## src/hdl/b64_pkg.sv

```systemverilog
// ----------------------------------------------------------------------------
// b64_pkg: shared types, constants and alphabet functions
// Payload structs, ASCII constants and the sextet/character mapping used by
// the Base64 stream codec.
// ----------------------------------------------------------------------------
package b64_pkg;

    // Number of result items one input transaction can produce
    localparam int MAX_RESULTS = 4;
    localparam int RES_IDX_W   = $clog2(MAX_RESULTS);
    localparam int RES_CNT_W   = $clog2(MAX_RESULTS + 1);

    // Default depth of the result bundle queue
    localparam int BUNDLE_DEPTH = 2;

    // Register map
    localparam logic REG_ENCODE_MODE = 1'b0;

    // ASCII constants of the alphabet
    localparam logic [7:0] CHAR_UPPER_A = 8'h41;
    localparam logic [7:0] CHAR_UPPER_Z = 8'h5A;
    localparam logic [7:0] CHAR_LOWER_A = 8'h61;
    localparam logic [7:0] CHAR_LOWER_Z = 8'h7A;
    localparam logic [7:0] CHAR_DIGIT_0 = 8'h30;
    localparam logic [7:0] CHAR_DIGIT_9 = 8'h39;
    localparam logic [7:0] CHAR_PLUS    = 8'h2B;
    localparam logic [7:0] CHAR_SLASH   = 8'h2F;
    localparam logic [7:0] CHAR_PAD     = 8'h3D;

    typedef struct packed {
        logic [7:0] data_in;
        logic       in_last;
    } in_t;

    typedef struct packed {
        logic [7:0] data_out;
        logic       out_valid_byte;
        logic       out_last;
        logic       bad_char;
    } out_t;

    // One input transaction worth of results
    typedef struct packed {
        out_t [MAX_RESULTS-1:0] res;
        logic [RES_CNT_W-1:0]   count;
    } bundle_t;

    // Map a 6-bit value to its Base64 character
    function automatic logic [7:0] sextet_char(input logic [5:0] v);
        logic [7:0] r;
        if (v < 6'd26)
            r = CHAR_UPPER_A + {2'b00, v};
        else if (v < 6'd52)
            r = CHAR_LOWER_A + {2'b00, v - 6'd26};
        else if (v < 6'd62)
            r = CHAR_DIGIT_0 + {2'b00, v - 6'd52};
        else if (v == 6'd62)
            r = CHAR_PLUS;
        else
            r = CHAR_SLASH;
        return r;
    endfunction

    // Map a character to {hit, value}; hit is 0 outside the alphabet
    function automatic logic [6:0] char_sextet(input logic [7:0] c);
        logic [6:0] r;
        logic [7:0] t;
        r = 7'd0;
        t = 8'd0;
        if (c >= CHAR_UPPER_A && c <= CHAR_UPPER_Z) begin
            t = c - CHAR_UPPER_A;
            r = {1'b1, t[5:0]};
        end
        else if (c >= CHAR_LOWER_A && c <= CHAR_LOWER_Z) begin
            t = c - CHAR_LOWER_A + 8'd26;
            r = {1'b1, t[5:0]};
        end
        else if (c >= CHAR_DIGIT_0 && c <= CHAR_DIGIT_9) begin
            t = c - CHAR_DIGIT_0 + 8'd52;
            r = {1'b1, t[5:0]};
        end
        else if (c == CHAR_PLUS) begin
            r = {1'b1, 6'd62};
        end
        else if (c == CHAR_SLASH) begin
            r = {1'b1, 6'd63};
        end
        return r;
    endfunction

endpackage

```

## src/hdl/b64_xform.sv

```systemverilog
// ----------------------------------------------------------------------------
// b64_xform: per-transaction encode/decode step
// Turns one input item and the current group state into a bundle of up to
// four results and the next group state.
// ----------------------------------------------------------------------------
module b64_xform (
    input  logic           encode_mode,
    input  logic [1:0]     phase,
    input  logic [5:0]     carry,
    input  b64_pkg::in_t   item,
    output b64_pkg::bundle_t bundle,
    output logic [1:0]     phase_next,
    output logic [5:0]     carry_next
);
    import b64_pkg::*;

    logic [7:0]           d;
    logic                 last;
    logic [7:0]           ch [MAX_RESULTS];
    logic [RES_CNT_W-1:0] n;
    logic [RES_CNT_W-1:0] n_minus_one;
    logic [6:0]           lookup;
    logic [5:0]           v;
    logic                 dec_hit;
    logic                 dec_bad;
    logic                 dec_byte;
    logic [7:0]           dec_val;

    assign d      = item.data_in;
    assign last   = item.in_last;
    assign lookup = char_sextet(d);
    assign v      = lookup[5:0];

    always_comb
    begin
        for (int i = 0; i < MAX_RESULTS; i++) begin
            ch[i] = 8'd0;
        end
        n          = '0;
        phase_next = phase;
        carry_next = carry;
        dec_hit    = 1'b0;
        dec_bad    = 1'b0;
        dec_byte   = 1'b0;
        dec_val    = 8'd0;

        if (encode_mode) begin
            // Emit the full sextets this byte completes
            unique case (phase) inside
                2'd0, 2'd3:
                begin
                    ch[0]      = sextet_char(d[7:2]);
                    carry_next = {d[1:0], 4'b0000};
                    phase_next = 2'd1;
                    n          = RES_CNT_W'(1);
                end
                2'd1:
                begin
                    ch[0]      = sextet_char(carry | {2'b00, d[7:4]});
                    carry_next = {d[3:0], 2'b00};
                    phase_next = 2'd2;
                    n          = RES_CNT_W'(1);
                end
                default:
                begin
                    ch[0]      = sextet_char(carry | {4'b0000, d[7:6]});
                    ch[1]      = sextet_char(d[5:0]);
                    carry_next = 6'd0;
                    phase_next = 2'd0;
                    n          = RES_CNT_W'(2);
                end
            endcase
            // Flush the partial sextet and pad on the final byte
            if (last) begin
                if (phase_next == 2'd1) begin
                    ch[1] = sextet_char(carry_next);
                    ch[2] = CHAR_PAD;
                    ch[3] = CHAR_PAD;
                    n     = RES_CNT_W'(4);
                end
                else if (phase_next == 2'd2) begin
                    ch[1] = sextet_char(carry_next);
                    ch[2] = CHAR_PAD;
                    n     = RES_CNT_W'(3);
                end
                phase_next = 2'd0;
                carry_next = 6'd0;
            end
        end
        else begin
            dec_hit = lookup[6];
            dec_bad = !lookup[6] && (d != CHAR_PAD);
            if (dec_hit) begin
                unique case (phase)
                    2'd0:
                    begin
                        carry_next = v;
                        phase_next = 2'd1;
                    end
                    2'd1:
                    begin
                        dec_byte   = 1'b1;
                        dec_val    = {carry, v[5:4]};
                        carry_next = {2'b00, v[3:0]};
                        phase_next = 2'd2;
                    end
                    2'd2:
                    begin
                        dec_byte   = 1'b1;
                        dec_val    = {carry[3:0], v[5:2]};
                        carry_next = {4'b0000, v[1:0]};
                        phase_next = 2'd3;
                    end
                    default:
                    begin
                        dec_byte   = 1'b1;
                        dec_val    = {carry[1:0], v};
                        carry_next = 6'd0;
                        phase_next = 2'd0;
                    end
                endcase
            end
            ch[0] = dec_val;
            if (dec_byte || dec_bad || last) begin
                n = RES_CNT_W'(1);
            end
            if (last) begin
                phase_next = 2'd0;
                carry_next = 6'd0;
            end
        end
    end

    assign n_minus_one = n - RES_CNT_W'(1);

    // Assemble the result bundle
    always_comb
    begin
        bundle.count = n;
        for (int i = 0; i < MAX_RESULTS; i++) begin
            bundle.res[i].data_out       = ch[i];
            bundle.res[i].out_valid_byte = encode_mode || dec_byte;
            bundle.res[i].out_last       = last && (RES_CNT_W'(i) == n_minus_one);
            bundle.res[i].bad_char       = !encode_mode && dec_bad;
        end
    end

endmodule

```

## src/hdl/base64_stream_codec_top.sv

```systemverilog
// ----------------------------------------------------------------------------
// A transaction's results are registered in the bundle queue, then offered.
// Throughput: one input transaction per cycle while the bundle queue has room;
//   results leave at one per cycle while out_ready is high; an encoded byte
//   gives one or two results, up to 4 when final; a character at most one.
// Reset: rst_n clears the queue and group state and selects encode mode.
// ----------------------------------------------------------------------------
// base64_stream_codec_top: streaming Base64 encoder/decoder
// Holds the mode register and group state, runs the step logic on each accepted
// transaction and drains result bundles one result per cycle unless stalled.
// ----------------------------------------------------------------------------
module base64_stream_codec_top #(
    parameter int DEPTH = b64_pkg::BUNDLE_DEPTH
) (
    input  logic           clk,
    input  logic           rst_n,
    // input channel
    input  logic           in_valid,
    output logic           in_ready,
    input  b64_pkg::in_t   in_data,
    // output channel
    output logic           out_valid,
    input  logic           out_ready,
    output b64_pkg::out_t  out_data,
    // configuration port
    input  logic           psel,
    input  logic           penable,
    input  logic           pwrite,
    input  logic [2:0]     paddr,
    input  logic [31:0]    pwdata,
    output logic [31:0]    prdata,
    output logic           pready
);
    import b64_pkg::*;

    localparam int PTR_W = (DEPTH > 1) ? $clog2(DEPTH) : 1;
    localparam int CNT_W = $clog2(DEPTH + 1);

    logic             mode_reg;
    logic [1:0]       phase_reg;
    logic [5:0]       carry_reg;
    logic [1:0]       phase_next;
    logic [5:0]       carry_next;
    bundle_t          step_bundle;
    bundle_t          queue_mem [DEPTH];
    logic [PTR_W-1:0] wr_ptr_reg;
    logic [PTR_W-1:0] rd_ptr_reg;
    logic [CNT_W-1:0] fill_reg;
    logic [RES_IDX_W-1:0] idx_reg;
    logic             cfg_write;
    logic             in_fire;
    logic             push;
    logic             out_fire;
    logic             pop;
    bundle_t          head;

    assign pready    = 1'b1;
    assign cfg_write = psel && penable && pwrite;

    // Read back the mode register
    assign prdata = (paddr[2] == REG_ENCODE_MODE) ? {31'd0, mode_reg} : 32'd0;

    b64_xform u_xform (
        .encode_mode (mode_reg),
        .phase       (phase_reg),
        .carry       (carry_reg),
        .item        (in_data),
        .bundle      (step_bundle),
        .phase_next  (phase_next),
        .carry_next  (carry_next)
    );

    assign in_ready = (fill_reg != CNT_W'(DEPTH));
    assign in_fire  = in_valid && in_ready;
    assign push     = in_fire && (step_bundle.count != '0);

    assign head      = queue_mem[rd_ptr_reg];
    assign out_valid = (fill_reg != '0);
    assign out_data  = head.res[idx_reg];
    assign out_fire  = out_valid && out_ready;
    assign pop       = out_fire &&
                       (RES_CNT_W'(idx_reg) == head.count - RES_CNT_W'(1));

    // Mode and group state: cleared by a mode write, advanced per transaction
    always_ff @(posedge clk or negedge rst_n)
    begin
        if (!rst_n) begin
            mode_reg  <= 1'b1;
            phase_reg <= 2'd0;
            carry_reg <= 6'd0;
        end
        else if (cfg_write) begin
            if (paddr[2] == REG_ENCODE_MODE) begin
                mode_reg  <= pwdata[0];
                phase_reg <= 2'd0;
                carry_reg <= 6'd0;
            end
        end
        else if (in_fire) begin
            phase_reg <= phase_next;
            carry_reg <= carry_next;
        end
    end

    // Store a new bundle at the tail
    always_ff @(posedge clk)
    begin
        if (push) begin
            queue_mem[wr_ptr_reg] <= step_bundle;
        end
    end

    // Advance queue pointers and the result index within the head bundle
    always_ff @(posedge clk or negedge rst_n)
    begin
        if (!rst_n) begin
            wr_ptr_reg <= '0;
            rd_ptr_reg <= '0;
            fill_reg   <= '0;
            idx_reg    <= '0;
        end
        else begin
            if (push) begin
                wr_ptr_reg <= (wr_ptr_reg == PTR_W'(DEPTH - 1)) ? '0 : wr_ptr_reg + PTR_W'(1);
            end
            if (pop) begin
                rd_ptr_reg <= (rd_ptr_reg == PTR_W'(DEPTH - 1)) ? '0 : rd_ptr_reg + PTR_W'(1);
                idx_reg    <= '0;
            end
            else if (out_fire) begin
                idx_reg <= idx_reg + RES_IDX_W'(1);
            end
            if (push && !pop) begin
                fill_reg <= fill_reg + CNT_W'(1);
            end
            else if (pop && !push) begin
                fill_reg <= fill_reg - CNT_W'(1);
            end
        end
    end

endmodule

```

## config.mk

```make
export PLATFORM = sky130hd
export DESIGN_NAME = base64_stream_codec_top
export DESIGN_NICKNAME = d
export VERILOG_FILES = /design/src/hdl/b64_pkg.sv /design/src/hdl/b64_xform.sv /design/src/hdl/base64_stream_codec_top.sv
export SDC_FILE = /design/constraint.sdc
export NUM_CORES = 1
export LEC_CHECK = 0
export ABC_AREA = 1
export BUFFER_PORTS_ARGS = -buffer_cell sky130_fd_sc_hd__buf_2
export CAP_MARGIN = 10
export CORE_MARGIN = 10
export CORE_UTILIZATION = 61
export CTS_BUF_LIST = sky130_fd_sc_hd__clkbuf_8
export DETAILED_ROUTE_END_ITERATION = 10
export GPL_ROUTABILITY_DRIVEN = 0
export GPL_TIMING_DRIVEN = 0
export PLACE_DENSITY = 0.84
export SETUP_SLACK_MARGIN = 0.02
export SYNTH_ARGS = -nofsm -noshare
export SYNTH_HDL_FRONTEND = slang
export SYNTH_SLANG_ARGS = --single-unit
```

## constraint.sdc

```tcl
create_clock -name clk -period 3.8 [get_ports clk]
set_input_delay 1.14 -clock clk [delete_from_list [all_inputs] [get_ports clk]]
set_output_delay 1.14 -clock clk [all_outputs]
set_load 0.01 [all_outputs]
```

==> flow_summary.json, run 1 <==
{
  "status": "finished clean",
  "dp_hpwl_mm": 14.29,
  "fin_skew_ns": 0.007394,
  "p_int_uw": 2411,
  "clockBufferDepth": 2,
  "grt_remaining_overflow": 0,
  "drc": 0,
  "grt_pass1_wl_mm": 30.67,
  "clkSlewWorstSetupHoldPaths_ns": 0.07,
  "coreArea_um2": 10890,
  "path_class": "input port to flop",
  "p_comb_share_pct": 62.1,
  "synth_area_um2": 6807,
  "row_count": 38,
  "die_area_um2": 15780,
  "worst_slack_ns": 0.1447,
  "drt_first_iter_violations": 757,
  "io_pins": 97,
  "postSynthCellCount": 964,
  "synthFlopType": "edfxtp_1",
  "layout_commonest_cell": "nand2_1",
  "cellPowerDensity_nw_per_um2": 615.4,
  "async_flop_share_pct": 22.39,
  "switchingPower_uw": 2333,
  "portBuffers": 31,
  "max_freq_mhz": 273.6,
  "synth-edff-count": 52,
  "avgViaCountPerCell": 5.689,
  "cts_inserted_buffers": 9,
  "worst_slew_pin_slew_ns": 0.5997,
  "antenna_found_initial": 0,
  "drv_cap": 0,
  "critPathLaunchType": "input port",
  "p_clk_share_pct": 11.9,
  "synth_seq_cells": 67,
  "arrival_ns": 3.86,
  "clock-root-buffer": "clkbuf_8",
  "vias": 6838,
  "layout_common_cells": "nand2_1, nand3_1, nor2_1, inv_1, buf_4",
  "grt_pass1_vias": 6249,
  "synth.distinct_cells": 50,
  "hold_violations": 0,
  "synth_area_leaders": "edfxtp_1, nand2_1, ha_1",
  "grt_use_total_pct": 23.01,
  "largest_reg_flops": 52,
  "cp-end-kind": "flop",
  "seqPwrFrac_pct": 26.0,
  "die_height_um": 125.6,
  "drive_gt1_share_pct": 18.46,
  "route.detailed.wl_per_inst_um": 16.00,
  "initial_core_util_pct": 62.51,
  "grt_max_degree": 16,
  "hp-class": "flop to flop",
  "cts_tree": "built",
  "ant_nets": 0,
  "synth.avg_cell_area_um2": 7.061,
  "firstDrtPassIters": 6,
  "htree_levels": 3,
  "post-route-util_pct": 70.80,
  "irDropWorstVdd_mv": 0.4154,
  "yosysSeqAreaShare_pct": 28.47,
  "slew-limit-headroom_pct": 59.51,
  "wl_mm": 19.23,
  "clock-sinks": 67,
  "nets": 1163,
  "synth_area_leader_cell": "edfxtp_1",
  "netSwitchingFraction_pct": 49.18,
  "cts.hold.buffers_added": 0,
  "clk_latency_ns": 0.33,
  "synth.top_cell.area_share_pct": 22.94,
  "fin_crit_sh_pct": 96.19,
  "drv_slew": 0,
  "critical_path_required_ns": 4.01,
  "leakage_uw": 0.003709,
  "timing.hold.ws_ns": 0.4750,
  "fin_crit_ns": 3.655,
  "diodes": 0,
  "setup-tns-final_ns": 0,
  "ys_warn_count": 0,
  "syn2layout_area_growth_pct": 13.25,
  "crit_fanout": 10,
  "dp_slack_ns": -0.6810,
  "setup_viol": 0,
  "die_w_um": 125.6
}
[cell families after synthesis]
group / share of synthesized area (%)
AO/OA/AOI/OAI: 12.81
multiplexers: 0.2941
AND/OR/NAND/NOR: 32.02
XOR/XNOR: 4.890
buffers and inverters: 11.29
flip-flops: 28.47
other: 0.1103
adder cells (fa/ha/maj): 10.11
[routing by layer]
layer | wire (µm) | track usage, %
met1 | 7714 | 28.90
met2 | 9389 | 39.50
met3 | 1741 | 3.691
met4 | 386 | 7.249
met5 | 0 | 0
[Yosys cell counts, types with 10 or more instances]
library cell,count
o21ai_1,10
xor2_1,29
dfrtp_1,14
nor2_1,86
nand4_1,10
edfxtp_1,52
o21ai_0,34
nand3_1,86
o211ai_1,11
buf_4,39
nand2_1,265
ha_1,55
nand2_2,16
inv_2,21
inv_1,81
a21oi_1,55
[power by group through the flow]
stage / clock [µW] / sequential (µW) / combinational (µW)
floorplan: 0 / 1200 / 2020
global placement: 0 / 1230 / 2660
detailed placement: 0 / 1240 / 2730
CTS: 554 / 1230 / 2840
global route: 600 / 1250 / 3230
finish: 564 / 1230 / 2940
[final timing paths]
check / slack (ns) / cells after the start / end / from
min: 0.48 / 1 / fill_reg[0] / fill_reg[0]
max in group asynchronous: 2.72 / 1 / mode_reg / rst_n
min reg2reg: 0.48 / 1 / fill_reg[0] / fill_reg[0]
min in group asynchronous: 0.74 / 1 / rd_ptr_reg / rst_n
max reg2reg: 0.71 / 11 / fill_reg[1] / rd_ptr_reg
max: 0.14 / 21 / fill_reg[1] / in_data[3]
[cell type report]
type	instances	area, µm²
tap	140	175.2
multi-input combinational	767	4282
clock inverter	7	60.06
inverter	102	396.6
buffer	60	397.9
timing repair buffer	50	335.3
clock buffer	9	123.9
fill	897	3179
sequential	67	1938
[what timing repair did]
item / 4_1_cts / 5_1_grt
pin swaps: 4 / 2
setup buffers: 10 / 9
cloned: 2 / 0
setup endpoints to repair: 53 / 53
gates resized for setup: 5 / 14
[critical path, cell delays in order]
cell        delay, ns
buf_2            0.13
buf_8            0.15
clkinvlp_4       0.11
ha_2             0.22
nand2_1          0.08
nand2_2          0.13
nand2_1          0.07
nand2_1          0.07
nand2_2          0.11
nor2_4           0.19
nand3_2          0.13
nand3_2          0.11
nand2_2          0.09
nand2_2          0.09
inv_1            0.05
ha_1             0.20
nor2_4           0.13
ha_1             0.27
a21oi_1          0.12
o21ai_0          0.11
xor2_1           0.16
[metrics by stage]
step	cells	cell area, µm²	power (µW)
2_1_floorplan	994	6943	3223
3_3_place_gp	1165	7273	3893
3_5_place_dp	1165	7273	3970
6_report	1202	7709	4744
4_1_cts	1193	7599	4623
5_1_grt	1202	7709	5087
No activity file was read; power rests on OpenSTA's default activity.
==> run 2, diff against run 1 <==
--- a/config.mk
+++ b/config.mk
@@ -6,7 +6,7 @@
 export NUM_CORES = 1
 export LEC_CHECK = 0
 export ABC_AREA = 1
-export BUFFER_PORTS_ARGS = -buffer_cell sky130_fd_sc_hd__buf_2
+export BUFFER_PORTS_ARGS = -buffer_cell sky130_fd_sc_hd__buf_4
 export CAP_MARGIN = 10
 export CORE_MARGIN = 10
 export CORE_UTILIZATION = 61
==> flow_summary.json, run 2 (same netlist as run 1, synthesis figures left out) <==
{
  "status": "finished clean",
  "syn2layout_area_growth_pct": 14.52,
  "critPathSlowestCell": "ha_1",
  "layout_common_cells": "nand2_1, nand3_1, buf_4, nor2_1, inv_1",
  "worst_slew_pin_slew_ns": 0.5600,
  "place_area_um2": 7351,
  "diodes": 0,
  "drt_first_iter_violations": 743,
  "arrival_ns": 3.81,
  "hp-class": "flop to flop",
  "drv_cap": 0,
  "firstDrtPassIters": 6,
  "worst_slack_ns": 0.2110,
  "drc": 0,
  "setup_viol": 0,
  "slew-limit-headroom_pct": 62.19,
  "fin_area_um2": 7795,
  "cts_tree": "built",
  "clockBufferDepth": 2,
  "max_stage_delay_ns": 0.30,
  "layout_commonest_cell": "nand2_1",
  "hold_violations": 0,
  "ant_nets": 0,
  "dp.cells": 1165,
  "die_height_um": 125.6,
  "cts.hold.buffers_added": 0,
  "largest_reg_flops": 52,
  "clkSlewWorstSetupHoldPaths_ns": 0.07,
  "coreArea_um2": 10890,
  "dp_slack_ns": -0.7176,
  "io_pins": 97,
  "critPathLaunchType": "input port",
  "row_count": 38,
  "irDropWorstVdd_mv": 0.4246,
  "cts_inserted_buffers": 9,
  "cp-end-kind": "flop",
  "grt_pass1_wl_mm": 31.15,
  "timing.hold.ws_ns": 0.4814,
  "wl_mm": 19.33,
  "path_class": "input port to flop",
  "clock-root-buffer": "clkbuf_8",
  "drive_gt1_share_pct": 18.22,
  "cellPowerDensity_nw_per_um2": 626.6,
  "fin_crit_ns": 3.589,
  "drv_slew": 0,
  "clock-sinks": 67,
  "htree_levels": 3,
  "crit_fanout": 10,
  "post-route-util_pct": 71.59,
  "dp_hpwl_mm": 14.30,
  "nets": 1160,
  "avgViaCountPerCell": 5.666,
  "max_freq_mhz": 278.6,
  "clk_latency_ns": 0.34,
  "grt_use_total_pct": 23.49,
  "portBuffers": 31,
  "leakage_uw": 0.003732,
  "antenna_found_initial": 0,
  "die_w_um": 125.6,
  "critical_path_required_ns": 4.02,
  "grt_pass1_vias": 6290,
  "grt_max_degree": 16,
  "crit_path_cell_trace": "buf_4, buf_4, inv_2, ha_2, inv_1, nand2_1, nand2_1, nand2_1, nand3_1, nand2_4, nand2_2, nand2_2, nand3_2, nand2_4, nand2_2, inv_1, ha_2, nor2_4, ha_1, a21oi_1, o21ai_0, xor2_1",
  "fin_skew_ns": 0.01163,
  "die_area_um2": 15780,
  "initial_core_util_pct": 62.51,
  "fin_crit_sh_pct": 94.45,
  "grt_remaining_overflow": 0,
  "vias": 6794,
  "final_cells": 1199,
  "route.detailed.wl_per_inst_um": 16.12
}
-- run 2: changes by cell type in the layout (fill, tap and decap cells not counted), moves of 2 or more --
| cell | previous run | this run |
|---|---|---|
| clkinv_2 | 3 | 1 |
| clkbuf_8 | 9 | 12 |
| buf_2 | 34 | 3 |
| buf_4 | 56 | 83 |
-- run 2: cell type report --
class / instances / area [µm²]
timing repair buffer: 47 / 390.4
tap: 140 / 175.2
clock inverter: 4 / 47.55
buffer: 60 / 394.1
sequential: 67 / 1938
multi-input combinational: 767 / 4283
fill: 865 / 3093
inverter: 102 / 401.6
clock buffer: 12 / 165.2
-- run 2: where the power goes --
part | leakage [µW] | total, µW | internal [µW] | switching, µW
sequential | 0.000676 | 1240 | 1120 | 121
clock | 0.000110 | 632 | 355 | 277
combinational | 0.00295 | 3010 | 1060 | 1950
-- run 2: worst max-delay path: cells and delay by family --
family	cells	cell delay [ns]
and+or+nand+nor	11	1.04
xor gates and xnor gates	1	0.15
buffers and inverters	5	0.53
adders and majority gates	3	0.72
AOI/OAI and AO/OA	2	0.22
-- run 2: what timing repair did --
| action | 4_1_cts | 5_1_grt |
|---|---|---|
| resized for setup | 5 | 14 |
| pin swaps | 4 | 1 |
| endpoints found under the setup margin | 53 | 53 |
| setup buffers | 11 | 5 |
| cloned | 2 | 0 |
-- run 2: through the flow --
stage,power (µW),TNS (ns)
detailed placement,4038,-38.21
global route,5260,-0.002593
global placement,3969,-32.96
floorplan,3223,0
CTS,4761,0
finish,4884,0
-- run 2: worst paths after layout --
kind                              from          end  slack (ns)  cells past startpoint
setup / recovery            in_data[1]  fill_reg[1]        0.21                     22
hold / removal             fill_reg[0]  fill_reg[0]        0.48                      1
setup reg to reg            rd_ptr_reg  fill_reg[1]        0.89                     11
hold reg to reg            fill_reg[0]  fill_reg[0]        0.48                      1
max in group asynchronous        rst_n     mode_reg        2.87                      1
min in group asynchronous        rst_n   idx_reg[0]        0.66                      1
-- run 2: metal layers --
layer	vias to the layer above	global-route usage, %	wire [µm]
met5	-	0	0
met4	0	9.079	554
met1	3054	29.44	7735
met3	56	4.069	1839
met2	386	39.41	9202
li1	3298	-	-
